File: src/design/ffha_pkg.sv
// Shared constants, payload types and cell control types for the heap allocator.
`default_nettype none
package ffha_pkg;

  localparam int MAX_REGIONS  = 64;
  // Both tables rotate in lockstep during a scan, so they have the same length.
  localparam int MAX_BLOCKS   = MAX_REGIONS;
  localparam int HEADER_BYTES = 16;
  localparam int ALIGN_BYTES  = 8;
  localparam int ADDR_BITS    = 16;

  localparam int SIZE_W  = ADDR_BITS + 1;
  localparam int WIDE_W  = SIZE_W + 1;
  localparam int OWNER_W = 8;
  localparam int IDX_W   = $clog2(MAX_REGIONS);
  localparam int COUNT_W = $clog2(MAX_REGIONS + 1);
  localparam int FRAG_W  = 7;

  localparam logic [SIZE_W-1:0] HEAP_LIMIT = SIZE_W'(2 ** ADDR_BITS);

  localparam logic [1:0] CMD_ALLOC = 2'd0;
  localparam logic [1:0] CMD_FREE  = 2'd1;
  localparam logic [1:0] CMD_COUNT = 2'd2;
  localparam logic [1:0] CMD_INIT  = 2'd3;

  typedef struct packed {
    logic [1:0]           cmd;
    logic [SIZE_W-1:0]    req_size;
    logic [ADDR_BITS-1:0] block_addr;
    logic [OWNER_W-1:0]   task_id;
  } in_item_t;

  typedef struct packed {
    logic                 status;
    logic [ADDR_BITS-1:0] alloc_addr;
    logic [FRAG_W-1:0]    frag_count;
    logic [SIZE_W-1:0]    free_bytes;
  } out_item_t;

  typedef struct packed {
    logic                 valid;
    logic [ADDR_BITS-1:0] start;
    logic [SIZE_W-1:0]    size;
  } region_ent_t;

  typedef struct packed {
    logic                 valid;
    logic [ADDR_BITS-1:0] start;
    logic [SIZE_W-1:0]    size;
    logic [OWNER_W-1:0]   owner;
  } block_ent_t;

  typedef struct packed {
    logic             rotate;
    logic             init;
    region_ent_t      init_ent;
    logic             mod_en;
    logic [IDX_W-1:0] mod_idx;
    region_ent_t      mod_ent;
    logic             rem_en;
    logic [IDX_W-1:0] rem_idx;
    logic             ins_en;
    logic [IDX_W-1:0] ins_idx;
    region_ent_t      ins_ent;
  } region_ctrl_t;

  typedef struct packed {
    logic             rotate;
    logic             init;
    logic             wr_en;
    logic [IDX_W-1:0] wr_idx;
    block_ent_t       wr_ent;
    logic             clr_en;
    logic [IDX_W-1:0] clr_idx;
  } block_ctrl_t;

  localparam region_ent_t REGION_RESET_ENT = '{
    valid: 1'b1,
    start: ADDR_BITS'(HEADER_BYTES),
    size:  HEAP_LIMIT - SIZE_W'(HEADER_BYTES)
  };

endpackage
`default_nettype wire

File: src/design/ffha_block_cell.sv
// One entry of the live block table.
`default_nettype none
module ffha_block_cell (
  input  logic                        clk,
  input  logic                        rst,
  input  logic [ffha_pkg::IDX_W-1:0]  cell_idx,
  input  ffha_pkg::block_ctrl_t       ctrl,
  input  ffha_pkg::block_ent_t        right,
  output ffha_pkg::block_ent_t        ent
);
  import ffha_pkg::*;

  block_ent_t ent_next;

  always_comb begin
    ent_next = ent;
    if (ctrl.rotate) begin
      ent_next = right;
    end else if (ctrl.init) begin
      ent_next.valid = 1'b0;
    end else if (ctrl.wr_en && cell_idx == ctrl.wr_idx) begin
      ent_next = ctrl.wr_ent;
    end else if (ctrl.clr_en && cell_idx == ctrl.clr_idx) begin
      ent_next.valid = 1'b0;
    end
  end

  always_ff @(posedge clk) begin
    if (rst) begin
      ent.valid <= 1'b0;
    end else begin
      ent.valid <= ent_next.valid;
    end
    // Payload fields are only read while the entry is valid.
    ent.start <= ent_next.start;
    ent.size  <= ent_next.size;
    ent.owner <= ent_next.owner;
  end

endmodule
`default_nettype wire

File: config.mk
export PLATFORM = sky130hd
export DESIGN_NAME = ffha_block_cell
export DESIGN_NICKNAME = d
export VERILOG_FILES = /design/src/design/ffha_pkg.sv /design/src/design/ffha_block_cell.sv
export SDC_FILE = /design/constraint.sdc
export NUM_CORES = 1
export LEC_CHECK = 0
export BUFFER_PORTS_ARGS = -buffer_cell sky130_fd_sc_hd__buf_2
export CORE_MARGIN = 1
export CORE_UTILIZATION = 40
export CTS_BUF_LIST = sky130_fd_sc_hd__clkbuf_2 sky130_fd_sc_hd__clkbuf_4 sky130_fd_sc_hd__clkbuf_8
export CTS_CLUSTER_SIZE = 12
export DETAILED_ROUTE_END_ITERATION = 10
export PLACE_DENSITY = 0.81
export SLEW_MARGIN = 10
export SYNTH_ARGS = -nofsm -noshare
export SYNTH_HDL_FRONTEND = slang
export SYNTH_SLANG_ARGS = --single-unit
File: constraint.sdc
create_clock -name clk -period 5.5 [get_ports clk]
set_clock_uncertainty 0.15 [all_clocks]
set_input_delay 1.1 -clock clk [delete_from_list [all_inputs] [get_ports clk]]
set_output_delay 1.1 -clock clk [all_outputs]
set_load 0.01 [all_outputs]
==> impl_summary.log <==
[metrics] final setup TNS: 0 ps
[metrics] Final Max Tran Viols: 0
[metrics] HPWL Detailed: approximately 3400 microns
[metrics] clock period minus worst slack: roughly 2900 ps
[metrics] Rows: 24
[metrics] WL per Instance: 13.72 microns
[metrics] setup repair after global routing missed its margin: false
[metrics] crit path DAT: between 2000 and 3000 ps
[metrics] Comb pwr share: approximately a fifth
[metrics] via count of the routed design: ~1500
[metrics] Avg Cell Area, Syn: roughly 17 sq um
[metrics] Mapped Cells: about 110
[metrics] Antenna Violating Nets Remaining: 0
[metrics] initial antenna violation count: 0
[metrics] status: finished with violations
[metrics] most common cell after layout, fill and taps aside: buf_2
[metrics] DRT Pass-1 Iters: 7
[metrics] share of the clock period used by the worst path: between 50% and 60%
[metrics] overall track demand over capacity in global routing: 17.28%
[metrics] global-route wire length before repair: between 6000 and 7000 microns
[metrics] max reg flops: 42
[metrics] total congestion overflow after global routing: 0
[metrics] sinks on the clock net: 42
[metrics] max cap viols: 0
[metrics] starting density of the core: a little over two fifths
[metrics] area grow syn2layout: 45.57%
[metrics] slowest cell on the critical path: o21bai_4
[metrics] maximum number of pins on one net before global-route repair: 45
[metrics] measured slew at the worst slew-check pin: 1121 ps
[metrics] width of the die: approximately 71 microns
[metrics] type of the worst min-delay path: flop to flop
[metrics] clock buffers created by TritonCTS: 5
[metrics] number of placed I/O pins: 150
[metrics] number of H-tree levels: 2
[metrics] final wirelength: between 4000 and 5000 microns
[metrics] total of fill cells in the finished design: between 300 and 400
[metrics] post-synthesis sequential element count: 42
[metrics] top library cells by usage in the layout, fill and taps aside: buf_2 (149), mux2_2 (41), edfxtp_1 (41)
[metrics] Resized cells post-CTS: 0
[metrics] maximum clock path buffer count: 2
[metrics] netlist area before placement: roughly 0.0019 sq mm
[metrics] largest registers ranked by flip-flop count: ent (42)
[metrics] vias per inst: 4.749
[metrics] max frequency: approximately 350 MHz
[metrics] TritonCTS clock tree: built
[metrics] total setup buffers inserted after CTS: 0
[metrics] Die Outline Area: just over 0.005 sq mm
[metrics] number of distinct standard cells referenced by the synthesized netlist: 17
[metrics] count of port buffers added during placement: around 150
[metrics] CP bufs+invs: 1
[metrics] DRC: 12
[metrics] proportion of layout cells with a drive suffix above 1: between 70% and 80%
[metrics] height of the chip: between 70 and 80 microns
[metrics] Net Switching: between 0.00015 and 0.0002 W
[metrics] series of cell instances along the critical path: buf_2, xor2_1, nor3_1, nand2_1, o21bai_4
[metrics] number of placed cells counting well taps: around 300
[metrics] violated checks: design-rule violations
[metrics] root buffer selected by CTS: clkbuf_8
[metrics] cell-internal power: 0.0005455 W
[metrics] Top reg by flops: ent
[metrics] count of inserted antenna diode cells: 0
[metrics] peak fanout along the critical path: roughly 40
[metrics] violation count after the first detailed-routing iteration: ~100
[metrics] CTS clock-pin slew for the worst setup and hold paths: roughly 70 ps
[metrics] Sw Share: about 23%
[metrics] final count of negative-setup-slack endpoints: 0
[metrics] final instance count without filler cells: approximately 320
[metrics] Setup crit end kind: flop
[metrics] sequential fraction of design power: between 50% and 60%
[metrics] core region area: 0.004474 sq mm
[metrics] Skew-Pair Late Insertion Delay: about 280 ps
[metrics] Data required, critical path: between 5000 and 6000 ps
[metrics] power density relative to cell area: 253.4 mW/mm^2
[metrics] via count of the first global-routing pass: between 1000 and 1500
[metrics] Crit Path Class: input pin to flop
[metrics] element type at the critical path start: input pin
[metrics] total of warnings raised by yosys: 0
[metrics] final weighted congestion of routability-driven global placement: between 0.7 and 0.8
[metrics] synthesized net count: 220
[metrics] final cell utilization of the core: 62.53%
[metrics] overall power consumption: about 0.00071 W
[metrics] number of nets at the end of the flow: 371
[metrics] sequential area share after synthesis: between 60% and 70%
[metrics] Slew HR: 25.06%
[metrics] final hold violation count: 0
[metrics] worst stage delay on the critical path: 880 ps
[metrics] highest ir drop seen on vdd: approximately 120 uV
[metrics] clock share of power: 25.6%
[metrics] number of buffers added to fix hold violations after cts: 0
[metrics] critical path's top delay family: compound AO/OA/AOI/OAI gates
[metrics] leakage dissipation: roughly 1.3 nW
[routing by layer]
layer  vias to the layer above  global-route usage, %  wire length (microns)
li1                        731                      -                      -
met1                       676                  18.49                   1647
met2                        84                  32.38                   2295
met3                         5                  3.657                    316
met4                         0                  8.000                     62
met5                         -                      0                      0
[tightest hold or removal path, cell delays in order (launching register included)]
cell and delay, ps:
dfxtp_1 320, o211ai_1 90, a31oi_1 80
[worst paths after layout]
kind,start,end,slack [ps],cells past startpoint
max,cell_idx[5],ent[30],2620,5
min,ent[41],ent[41],380,2
max reg2reg,ent[41],ent[41],4680,2
min reg2reg,ent[41],ent[41],380,2
[synthesized netlist by cell type]
| library cell | count | area share [%] |
|---|---|---|
| edfxtp_1 | 41 | 64 |
| dfxtp_1 | 1 | 1.0 |
| and4_4 | 1 | 0.59 |
| nand2_2 | 1 | 0.33 |
| mux2_2 | 41 | 24 |
| a31oi_1 | 1 | 0.33 |
| xor2_1 | 3 | 1.4 |
| nand2_1 | 2 | 0.39 |
| buf_2 | 5 | 1.3 |
| o211ai_1 | 1 | 0.39 |
| xnor2_1 | 9 | 4.1 |
| nor2_2 | 1 | 0.33 |
| o21bai_1 | 1 | 0.39 |
| a41o_1 | 1 | 0.52 |
| nand3_1 | 1 | 0.26 |
| nand4_1 | 1 | 0.33 |
| nor3_1 | 1 | 0.26 |
[power by group through the flow]
stage               registers, W  clock network (W)  logic (W)
detailed placement      0.000400                  0   0.000136
global route            0.000396           0.000200   0.000146
global placement        0.000399                  0   0.000134
floorplan               0.000419                  0  0.0000449
CTS                     0.000393           0.000187   0.000137
finish                  0.000393           0.000181   0.000135
[area by class of cell]
class	count	area (sq um)	area share (%)
clock buffer	5	68.82	2.460
clock inverter	2	10.01	0.3578
sequential	42	1251	44.72
timing repair buffer	149	745.7	26.65
tap	52	65.06	2.326
multi-input combinational	65	656.9	23.48
[metrics by stage]
| step | setup slack (ps) | hold WS (ps) | area, sq um |
|---|---|---|---|
| final | 2617 | 377.5 | 2798 |
| after global routing | 2431 | 399.4 | 2798 |
| after CTS | 2571 | 379.7 | 2798 |
| after detailed placement | 2280 | 367.9 | 2719 |
| after global placement | 2346 | 365.7 | 2719 |
| after floorplan | 1406 | 381.8 | 1922 |
[cells by family after synthesis]
| logic type | Yosys count | synth area share [%] |
|---|---|---|
| xor+xnor | 12 | 5.469 |
| compound gates | 4 | 1.628 |
| buf+inv | 5 | 1.302 |
| simple gates | 8 | 2.474 |
| flops | 42 | 65.10 |
| mux | 41 | 24.02 |
Power figures use the tool's default switching activity.
