**src/design/ffha_pkg.sv**
```systemverilog
// Shared constants, payload types and cell control types for the heap allocator.
`default_nettype none
package ffha_pkg;

  localparam int MAX_REGIONS  = 64;
  // Both tables rotate in lockstep during a scan, so they have the same length.
  localparam int MAX_BLOCKS   = MAX_REGIONS;
  localparam int HEADER_BYTES = 16;
  localparam int ALIGN_BYTES  = 8;
  localparam int ADDR_BITS    = 16;

  localparam int SIZE_W  = ADDR_BITS + 1;
  localparam int WIDE_W  = SIZE_W + 1;
  localparam int OWNER_W = 8;
  localparam int IDX_W   = $clog2(MAX_REGIONS);
  localparam int COUNT_W = $clog2(MAX_REGIONS + 1);
  localparam int FRAG_W  = 7;

  localparam logic [SIZE_W-1:0] HEAP_LIMIT = SIZE_W'(2 ** ADDR_BITS);

  localparam logic [1:0] CMD_ALLOC = 2'd0;
  localparam logic [1:0] CMD_FREE  = 2'd1;
  localparam logic [1:0] CMD_COUNT = 2'd2;
  localparam logic [1:0] CMD_INIT  = 2'd3;

  typedef struct packed {
    logic [1:0]           cmd;
    logic [SIZE_W-1:0]    req_size;
    logic [ADDR_BITS-1:0] block_addr;
    logic [OWNER_W-1:0]   task_id;
  } in_item_t;

  typedef struct packed {
    logic                 status;
    logic [ADDR_BITS-1:0] alloc_addr;
    logic [FRAG_W-1:0]    frag_count;
    logic [SIZE_W-1:0]    free_bytes;
  } out_item_t;

  typedef struct packed {
    logic                 valid;
    logic [ADDR_BITS-1:0] start;
    logic [SIZE_W-1:0]    size;
  } region_ent_t;

  typedef struct packed {
    logic                 valid;
    logic [ADDR_BITS-1:0] start;
    logic [SIZE_W-1:0]    size;
    logic [OWNER_W-1:0]   owner;
  } block_ent_t;

  typedef struct packed {
    logic             rotate;
    logic             init;
    region_ent_t      init_ent;
    logic             mod_en;
    logic [IDX_W-1:0] mod_idx;
    region_ent_t      mod_ent;
    logic             rem_en;
    logic [IDX_W-1:0] rem_idx;
    logic             ins_en;
    logic [IDX_W-1:0] ins_idx;
    region_ent_t      ins_ent;
  } region_ctrl_t;

  typedef struct packed {
    logic             rotate;
    logic             init;
    logic             wr_en;
    logic [IDX_W-1:0] wr_idx;
    block_ent_t       wr_ent;
    logic             clr_en;
    logic [IDX_W-1:0] clr_idx;
  } block_ctrl_t;

  localparam region_ent_t REGION_RESET_ENT = '{
    valid: 1'b1,
    start: ADDR_BITS'(HEADER_BYTES),
    size:  HEAP_LIMIT - SIZE_W'(HEADER_BYTES)
  };

endpackage
`default_nettype wire

```
**src/design/ffha_region_cell.sv**
```systemverilog
// One entry of the address-ordered free region table.
`default_nettype none
module ffha_region_cell (
  input  logic                        clk,
  input  logic                        rst,
  input  logic [ffha_pkg::IDX_W-1:0]  cell_idx,
  input  ffha_pkg::region_ctrl_t      ctrl,
  input  ffha_pkg::region_ent_t       left,
  input  ffha_pkg::region_ent_t       right,
  output ffha_pkg::region_ent_t       ent
);
  import ffha_pkg::*;

  region_ent_t ent_next;

  always_comb begin
    ent_next = ent;
    if (ctrl.rotate) begin
      ent_next = right;
    end else if (ctrl.init) begin
      ent_next = (cell_idx == '0) ? ctrl.init_ent : '0;
    end else begin
      if (ctrl.mod_en && cell_idx == ctrl.mod_idx) begin
        ent_next = ctrl.mod_ent;
      end else if (ctrl.rem_en && cell_idx >= ctrl.rem_idx) begin
        ent_next = right;
      end
      if (ctrl.ins_en) begin
        if (cell_idx == ctrl.ins_idx) begin
          ent_next = ctrl.ins_ent;
        end else if (cell_idx > ctrl.ins_idx) begin
          ent_next = left;
        end
      end
    end
  end

  always_ff @(posedge clk) begin
    if (rst) begin
      ent <= (cell_idx == '0) ? REGION_RESET_ENT : '0;
    end else begin
      ent <= ent_next;
    end
  end

endmodule
`default_nettype wire

```
**config.mk**
```make
export PLATFORM = sky130hd
export DESIGN_NAME = ffha_region_cell
export DESIGN_NICKNAME = d
export VERILOG_FILES = /design/src/design/ffha_pkg.sv /design/src/design/ffha_region_cell.sv
export SDC_FILE = /design/constraint.sdc
export NUM_CORES = 1
export LEC_CHECK = 0
export ABC_AREA = 0
export BUFFER_PORTS_ARGS = -buffer_cell sky130_fd_sc_hd__buf_2
export CORE_MARGIN = 2
export CORE_UTILIZATION = 42
export DETAILED_ROUTE_END_ITERATION = 8
export PLACE_DENSITY = 0.82
export SYNTH_ARGS = -nofsm -noshare
export SYNTH_HDL_FRONTEND = slang
export SYNTH_SLANG_ARGS = --single-unit
```
**constraint.sdc**
```tcl
create_clock -name clk -period 2.6 [get_ports clk]
set_input_delay 0.26 -clock clk [delete_from_list [all_inputs] [get_ports clk]]
set_output_delay 0.26 -clock clk [all_outputs]
set_load 0.02 [all_outputs]
```
==> results.sh, run 1 <==
export IMPL_outcome="completed"
export IMPL_timing_hold_violations_final=0
export IMPL_numCtsBuffers=5
export IMPL_crit_type="in -> reg"
export IMPL_p_int_w=0.00112
export IMPL_crit_required_ps=2750
export IMPL_synthFlopType="dfxtp_1"
export IMPL_worst_slack_ps=458
export IMPL_switching_power_w=0.000606
export IMPL_swShare_pct=35.2
export IMPL_ys_ff_latch=34
export IMPL_syn_area_sq_um=3360
export IMPL_io_buffers=234
export IMPL_fmax_mhz=467
export IMPL_fin_util_pct=60.5
export IMPL_r2r_slack_ps=1480
export IMPL_cp_data_arrival_time_ps=2290
export IMPL_r2r_start="ent[20]$_SDFF_PP0_"
export IMPL_gp_congestion=0.835
export IMPL_die_w_microns=93.4
export IMPL_yosys_area_top_type="dfxtp_1"
export IMPL_first_global_vias=4289
export IMPL_synth_cell_types=47
export IMPL_cp_startpoint="cell_idx[5]"
export IMPL_max_cap_viol_count=0
export IMPL_ir_drop_uv=170
export IMPL_rows=32
export IMPL_cts_tree="done"
export IMPL_cp_max_fo=17
export IMPL_grt_overflow=0
export IMPL_synth_fp_nets=620
export IMPL_syn_avg_cell_area_sq_um=8.25
export IMPL_p_per_area_nw_per_um2=369
export IMPL_cts_repair_resized=0
export IMPL_regMostFlops="ent"
export IMPL_vias=4306
export IMPL_wl_microns=13100
export IMPL_hold_buffers=0
export IMPL_end_kind="register"
export IMPL_synth_cells=407
export IMPL_hold_path_class="in -> reg"
export IMPL_place_hpwl_microns=10100
export IMPL_rsz0062_at_grt="false"
export IMPL_clk_pin_slew_worst_paths_ps=70
export IMPL_setup_viol=0
export IMPL_yosysWarnings=0
export IMPL_power_leakage_nw=2.38
export IMPL_largest_reg_flops=34
export IMPL_async_flop_share_pct=0
export IMPL_die_area_sq_um=8720
export IMPL_antenna_found_initial=1
export IMPL_ys_top_cells_by_area="dfxtp_1 (20%), o221a_2 (8.7%), a21oi_1 (7.2%)"
export IMPL_io_pins=235
export IMPL_ant_nets=0
export IMPL_drc_errors=0
export IMPL_instances_no_fill=727
export IMPL_grtUsageTotal_pct=28.3
export IMPL_postCtsSetupRepairBufs=0
export IMPL_wire_per_inst_microns=18.0
export IMPL_area_growth_pct=39.2
export IMPL_grt_max_degree=37
export IMPL_core_sq_um=7730
export IMPL_tightest_slew_ps=651
export IMPL_combinationalPowerShare_pct=42.8
export IMPL_power_frac_seq_pct=34.3
export IMPL_fp_dieH_microns=93.4
export IMPL_dp_cells=720
export IMPL_drtIter0Drc=182
export IMPL_setup_tns_ps=0
export IMPL_fin_crit_sh_pct=82.4
export IMPL_cts_htree_levels=2
export IMPL_start_util_pct=43.4
export IMPL_cts_buffer_depth=2
export IMPL_start_kind="primary input"
export IMPL_clock_skew_ps=0
export IMPL_synth_commonest_cells="a21oi_1 (48), inv_1 (36), dfxtp_1 (34)"
export IMPL_clockPowerShare_pct=23.0
export IMPL_clock_latency_ps=280
export IMPL_cts_sinks=34
export IMPL_synthMostInstantiatedCell="a21oi_1"
export IMPL_dp_slack_ps=154
export IMPL_final_nets=838
export IMPL_yosysSeqAreaShare_pct=20.3
export IMPL_synth_edff_count=0
export IMPL_ff2ff_path_depth=3
export IMPL_finalCriticalPeriod_ps=2140
export IMPL_reg_top3="ent x34"
export IMPL_drive_gt1_share_pct=51.3
export IMPL_firstDrtPassIters=5
export IMPL_cts_root_buf="clkbuf_8"
export IMPL_avgViaCountPerCell=5.92
export IMPL_relSlewSlack_pct=56.6
export IMPL_grt_pass1_wl_microns=19800
export IMPL_synth_top_area_share_pct=20.3
export IMPL_slew_violations=0
export IMPL_cp_endpoint="ent[3]$_SDFF_PP0_"
export IMPL_timing_rr_end="ent[20]$_SDFF_PP0_"
==> worst max-delay path, stage by stage <==
cell	delay (ps)
buf_2	130
ha_1	320
a2111oi_1	430
nor3_2	110
o21ai_4	100
buf_4	290
mux2_1	370
o221ai_1	200
a221oi_2	80
==> final cells by class <==
type                    count  area [sq um]
diodes                      1          2.50
clock buffers               6          82.6
fillers                   711          3060
inverters                  36           135
multi-input cells         299          2350
flip-flops and latches     34           681
well taps                 102           128
repair buffers            249          1300
==> logic make-up (layout without fill, tap and decap cells) <==
kind of cell / Yosys count / after routing / synth area share, %
AOI/OAI and AO/OA: 179 / 179 / 44.0
xor gates and xnor gates: 6 / 6 / 1.57
adders and majority gates: 12 / 12 / 4.47
buffers and inverters: 74 / 291 / 9.77
DFF: 34 / 34 / 20.3
muxes: 34 / 34 / 10.8
other: 0 / 1 / 0
and+or+nand+nor: 68 / 68 / 9.10
==> through the flow <==
step	hold WS (ps)	total power [W]	cell area, sq um
2_1_floorplan	411	0.00103	3360
3_3_place_gp	527	0.00130	4590
3_5_place_dp	538	0.00133	4590
4_1_cts	237	0.00173	4670
5_1_grt	241	0.00182	4670
6_report	242	0.00172	4670
==> worst min-delay path by stage <==
stage                   start                  to  slack (ps)  cells after the start
global placement    right[32]  ent[32]$_SDFF_PP0_         530                      3
finish              right[32]  ent[32]$_SDFF_PP0_         240                      3
floorplan           right[32]  ent[32]$_SDFF_PP0_         410                      2
CTS                 right[32]  ent[32]$_SDFF_PP0_         240                      3
detailed placement  right[32]  ent[32]$_SDFF_PP0_         540                      3
global route        right[32]  ent[32]$_SDFF_PP0_         240                      3
==> power by group through the flow <==
stage	Sequential, W	Clock [W]	Combinational, W
6_report	0.000590	0.000395	0.000737
5_1_grt	0.000594	0.000428	0.000797
4_1_cts	0.000589	0.000405	0.000733
3_5_place_dp	0.000601	0	0.000730
3_3_place_gp	0.000599	0	0.000702
2_1_floorplan	0.000653	0	0.000382
==> per-layer routing <==
metal | part of all wire (%) | wire [microns] | vias up | global-route usage, %
li1 | - | - | 2000 | -
met3 | 8.4 | 1100 | 39 | 5.24
met5 | 0 | 0 | - | 0
met4 | 2.9 | 384 | 0 | 9.56
met2 | 52 | 6820 | 233 | 55.0
met1 | 37 | 4800 | 2034 | 30.1
==> placed cells by master (no fill, tap or decap), types with 11 or more instances in the layout <==
cell      instances
buf_2           234
a21oi_1          48
inv_1            36
dfxtp_1          34
nand2_1          31
o21ai_0          31
o221a_2          26
mux2i_1          17
nor2_1           16
buf_4            14
mux2_1           12
a221oi_2         12
ha_1             12
o221ai_1         11
No activity file was read; power rests on OpenSTA's default activity.
==> run 2, diff against run 1 <==
clock period = 2 ns   (was 2.6 ns; I/O delays follow)
==> run 2 against run 1 <==
Net effect: die area did not move; final cell count is 2.8% higher; critical path depth is 1 lower; worst setup slack worse by 440 ps; highest routed layer unchanged; critical path type unchanged.
==> results.sh, run 2 (synthesis gave the netlist of run 1 again) <==
export IMPL_min_path_cells=3
export IMPL_hold_buffers=0
export IMPL_grt_overflow=0
export IMPL_relSlewSlack_pct=66.6
export IMPL_start_kind="primary input"
export IMPL_antenna_found_initial=0
export IMPL_hold_ws_ps=172
export IMPL_drtIter0Drc=202
export IMPL_timing_hold_violations_final=0
export IMPL_p_int_w=0.00153
export IMPL_final_cell_mix="buf_2 (235), a21oi_1 (48), inv_1 (34), dfxtp_1 (34)"
export IMPL_area_growth_pct=48.5
export IMPL_vias=4363
export IMPL_swShare_pct=35.7
export IMPL_r2r_start="ent[20]$_SDFF_PP0_"
export IMPL_outcome="completed"
export IMPL_power_frac_seq_pct=32.3
export IMPL_ff2ff_path_depth=3
export IMPL_final_common_cell="buf_2"
export IMPL_wl_microns=13400
export IMPL_finalCriticalPeriod_ps=1980
export IMPL_reg_top3="ent x34"
export IMPL_tightest_slew_ps=497
export IMPL_die_area_sq_um=8720
export IMPL_ant_nets=0
export IMPL_setup_tns_ps=0
export IMPL_grt_pass1_wl_microns=20300
export IMPL_largest_reg_flops=34
export IMPL_grtUsageTotal_pct=29.1
export IMPL_timing_rr_end="ent[20]$_SDFF_PP0_"
export IMPL_core_sq_um=7730
export IMPL_cts_root_buf="clkbuf_8"
export IMPL_regMostFlops="ent"
export IMPL_clock_latency_ps=290
export IMPL_num_fill_cells=664
export IMPL_holdCritStartpoint="right[17]"
export IMPL_crit_type="in -> reg"
export IMPL_combinationalPowerShare_pct=44.3
export IMPL_setup_viol=0
export IMPL_r2r_slack_ps=970
export IMPL_hold_end="ent[17]$_SDFF_PP0_"
export IMPL_gp_congestion=0.903
export IMPL_antennaDiodeCount=0
export IMPL_drc_errors=0
export IMPL_start_util_pct=43.4
export IMPL_cp_data_arrival_time_ps=2150
export IMPL_grt_max_degree=57
export IMPL_slew_violations=0
export IMPL_rsz0062_at_grt="true"
export IMPL_die_w_microns=93.4
export IMPL_drive_gt1_share_pct=54.4
export IMPL_final_nets=857
export IMPL_avgViaCountPerCell=5.84
export IMPL_numCtsBuffers=5
export IMPL_cts_htree_levels=2
export IMPL_crit_required_ps=2170
export IMPL_clockPowerShare_pct=23.4
export IMPL_max_cap_viol_count=0
export IMPL_end_kind="register"
export IMPL_io_pins=235
export IMPL_finalPower_w=0.00237
export IMPL_cts_sinks=34
export IMPL_io_buffers=234
export IMPL_fp_dieH_microns=93.4
export IMPL_firstDrtPassIters=4
export IMPL_switching_power_w=0.000847
export IMPL_cts_tree="done"
export IMPL_p_per_area_nw_per_um2=476
export IMPL_hold_path_class="in -> reg"
export IMPL_ir_drop_uv=239
export IMPL_fin_crit_sh_pct=99.1
export IMPL_rows=32
export IMPL_clk_pin_slew_worst_paths_ps=80
export IMPL_place_hpwl_microns=10400
export IMPL_clock_skew_ps=0
export IMPL_power_leakage_nw=2.53
export IMPL_fmax_mhz=504
export IMPL_cts_buffer_depth=2
export IMPL_first_global_vias=4451
export IMPL_cp_max_fo=14
export IMPL_wire_per_inst_microns=18.0
-- run 2: cell count changes in the layout (fill, tap and decap cells not counted), sizes merged --
cell	change
buf	+19
clkinv	+1
clkinvlp	+1
diode	-1
-- run 2: final cells by class --
class | instances | area [sq um] | area share (%)
Clock buffer | 6 | 82.6 | 1.66
Clock inverter | 2 | 12.5 | 0.251
Inverter | 36 | 138 | 2.76
Multi-Input combinational cell | 299 | 2410 | 48.3
Sequential cell | 34 | 681 | 13.7
Tap cell | 102 | 128 | 2.56
Timing Repair Buffer | 268 | 1540 | 30.8
-- run 2: critical path: stages --
cell      delay (ps)
buf_2            140
ha_4             250
a2111o_1         450
o21ai_4          250
buf_12           190
mux2_2           340
o221ai_1         220
a221oi_2          90
-- run 2: worst max path at each step --
stage / startpoint / cells after the start / end
CTS: cell_idx[3] / 9 / ent[0]$_SDFF_PP0_
global placement: cell_idx[3] / 9 / ent[1]$_SDFF_PP0_
floorplan: cell_idx[5] / 7 / ent[20]$_SDFF_PP0_
finish: cell_idx[5] / 8 / ent[32]$_SDFF_PP0_
global route: cell_idx[5] / 8 / ent[32]$_SDFF_PP0_
detailed placement: cell_idx[5] / 9 / ent[7]$_DFF_P_
-- run 2: stage by stage --
stage	instances	util [%]	worst slack [ps]	instance area, sq um
finish	747	64.5	17.0	4980
global route	747	64.5	-12.4	4980
CTS	745	63.9	74.4	4940
detailed placement	737	62.7	-220	4850
global placement	737	62.7	-188	4850
floorplan	407	-	-0.550	3410
-- run 2: timing repair --
item | 4_1_cts | 5_1_grt
endpoints found under the hold margin | 0 | 0
setup buffers | 0 | 0
endpoints found under the setup margin | 0 | 8
resized for setup | 0 | 9
-- run 2: per-layer routing --
layer | global-route usage, % | vias up | part of all wire, %
met4 | 12.4 | 0 | 2.9
li1 | - | 2036 | -
met3 | 5.40 | 35 | 8.5
met2 | 54.1 | 246 | 51
met5 | 0 | - | 0
met1 | 32.1 | 2046 | 37
-- run 2: power by group through the flow --
| stage | clock [W] | sequential (W) | combinational [W] |
|---|---|---|---|
| global placement | 0 | 0.000778 | 0.000982 |
| finish | 0.000556 | 0.000766 | 0.00105 |
| floorplan | 0 | 0.000849 | 0.000508 |
| detailed placement | 0 | 0.000780 | 0.00102 |
| CTS | 0.000567 | 0.000765 | 0.00103 |
| global route | 0.000601 | 0.000772 | 0.00113 |
==> run 3, diff against run 2 <==
CORE_AREA = 2 2 91 93   (was default)
CORE_MARGIN = default   (was 2)
CORE_UTILIZATION = default   (was 42)
DIE_AREA = 0 0 93 95   (was default)
PLACE_DENSITY = 0.83   (was 0.82)
clock period = 2.6 ns   (was 2 ns; I/O delays follow)
==> run 3 against run 2 <==
Net effect: final cell count is 1.7% lower; core utilization is 5.2 points lower; global-route usage is 0.30 points lower; die area is 1.3% higher; final area down 5.7%; register-to-register slack improved by 550 ps; critical path type unchanged; critical endpoint is now ent[16]$_SDFF_PP0_; largest power group unchanged.
==> results.sh, run 3 (synthesis gave the netlist of run 1 again) <==
export IMPL_slew_violations=0
export IMPL_setup_viol=0
export IMPL_vias=4385
export IMPL_fin_util_pct=59.3
export IMPL_hold_path_class="in -> reg"
export IMPL_worst_slack_ps=386
export IMPL_io_buffers=234
export IMPL_numCtsBuffers=5
export IMPL_cts_repair_resized=0
export IMPL_cpPeakStageDelay_ps=510
export IMPL_cts_sinks=34
export IMPL_place_hpwl_microns=10400
export IMPL_cp_max_fo=17
export IMPL_crit_required_ps=2810
export IMPL_critPathBufInv=2
export IMPL_tightest_slew_ps=649
export IMPL_grt_pass1_wl_microns=20100
export IMPL_start_util_pct=42.3
export IMPL_cts_htree_levels=2
export IMPL_core_sq_um=7930
export IMPL_timing_hold_violations_final=0
export IMPL_antenna_found_initial=1
export IMPL_clock_latency_ps=290
export IMPL_final_cell_mix="buf_2 (234), a21oi_1 (48), inv_1 (36), dfxtp_1 (34)"
export IMPL_clock_skew_ps=0
export IMPL_fmax_mhz=452
export IMPL_cts_buffer_depth=2
export IMPL_grtUsageTotal_pct=28.8
export IMPL_die_w_microns=93
export IMPL_fin_crit_sh_pct=85.2
export IMPL_cts_tree="done"
export IMPL_postCtsSetupRepairBufs=0
export IMPL_crit_type="in -> reg"
export IMPL_gp_congestion=0.885
export IMPL_setup_tns_ps=0
export IMPL_num_fill_cells=716
export IMPL_reg_top3="ent x34"
export IMPL_wl_microns=13400
export IMPL_crit_slowest_cell="a2111oi_1"
export IMPL_area_growth_pct=40.0
export IMPL_max_cap_viol_count=0
export IMPL_firstDrtPassIters=5
export IMPL_wire_per_inst_microns=18.3
export IMPL_clk_pin_slew_worst_paths_ps=80
export IMPL_cts_root_buf="clkbuf_8"
export IMPL_hold_buffers=0
export IMPL_first_global_vias=4370
export IMPL_drive_gt1_share_pct=51.4
export IMPL_outcome="completed"
export IMPL_path_delay_family="compound AO/OA/AOI/OAI gates"
export IMPL_grt_max_degree=31
export IMPL_final_common_cell="buf_2"
export IMPL_regMostFlops="ent"
export IMPL_p_per_area_nw_per_um2=375
export IMPL_fp_dieH_microns=95
export IMPL_drc_errors=0
export IMPL_cp_data_arrival_time_ps=2430
export IMPL_avgViaCountPerCell=5.97
export IMPL_end_kind="register"
export IMPL_dp_slack_ps=66.7
export IMPL_finalCriticalPeriod_ps=2210
export IMPL_rsz0062_at_grt="false"
export IMPL_largest_reg_flops=34
export IMPL_final_nets=840
export IMPL_rows=33
export IMPL_power_leakage_nw=2.40
export IMPL_drtIter0Drc=226
export IMPL_path_cells="buf_2 > ha_1 > a2111oi_1 > nor3_2 > o21ai_4 > buf_4 > mux2i_1 > a211o_1 > a211oi_2"
export IMPL_ir_drop_uv=191
export IMPL_ant_nets=0
export IMPL_relSlewSlack_pct=56.7
export IMPL_die_area_sq_um=8840
export IMPL_io_pins=235
export IMPL_grt_overflow=0
export IMPL_start_kind="primary input"
-- run 3: changes by cell type in the layout (fill, tap and decap cells not counted), moves of 2 or more --
cell	before	now
a221oi_1	6	8
a221oi_2	14	12
buf_12	8	1
buf_4	22	16
buf_6	3	0
ha_1	10	12
ha_4	2	0
inv_1	34	36
o221ai_1	9	11
o221ai_2	11	9
-- run 3: layer usage --
metal	wire length [microns]	GRT usage, %	vias up
li1	-	-	2002
met1	4820	30.8	2002
met2	6740	53.7	322
met3	1340	6.23	59
met4	534	14.0	0
met5	0	0	-
-- run 3: per-stage QoR --
step                cells  total power, W  area (sq um)  hold WS, ps
global placement      725         0.00131          4610          531
finish                734         0.00176          4700          233
CTS                   733         0.00176          4700          229
global route          734         0.00186          4700          236
floorplan             407         0.00103          3360          411
detailed placement    725         0.00134          4610          536
-- run 3: path summary, 6_finish.rpt --
| kind | start | to | slack, ps | cells past startpoint |
|---|---|---|---|---|
| max | cell_idx[5] | ent[16]$_SDFF_PP0_ | 390 | 9 |
| min | right[23] | ent[23]$_SDFF_PP0_ | 230 | 3 |
| max reg2reg | ent[20]$_SDFF_PP0_ | ent[20]$_SDFF_PP0_ | 1520 | 3 |
| min reg2reg | ent[15]$_DFF_P_ | ent[15]$_DFF_P_ | 680 | 3 |
-- run 3: power by group --
group          leakage [nW]  internal (W)  total (W)  switching, W
combinational          2.07      0.000348   0.000746      0.000398
sequential            0.282      0.000566   0.000590     0.0000241
clock                0.0482      0.000214   0.000426      0.000212
-- run 3: final cells by class --
class                      count  area [sq um]  share of cell area [%]
tap                          105           131                    2.80
clock inverter                 1          5.00                   0.106
sequential                    34           681                    14.5
antenna                        1          2.50                  0.0532
timing repair buffer         251          1310                    27.9
multi-input combinational    299          2350                    49.9
clock buffer                   7          86.3                    1.84
inverter                      36           135                    2.88
-- run 3: tightest hold or removal path, cell delays in order --
cell and delay (ps):
buf_2 100, inv_1 60, a221oi_2 50
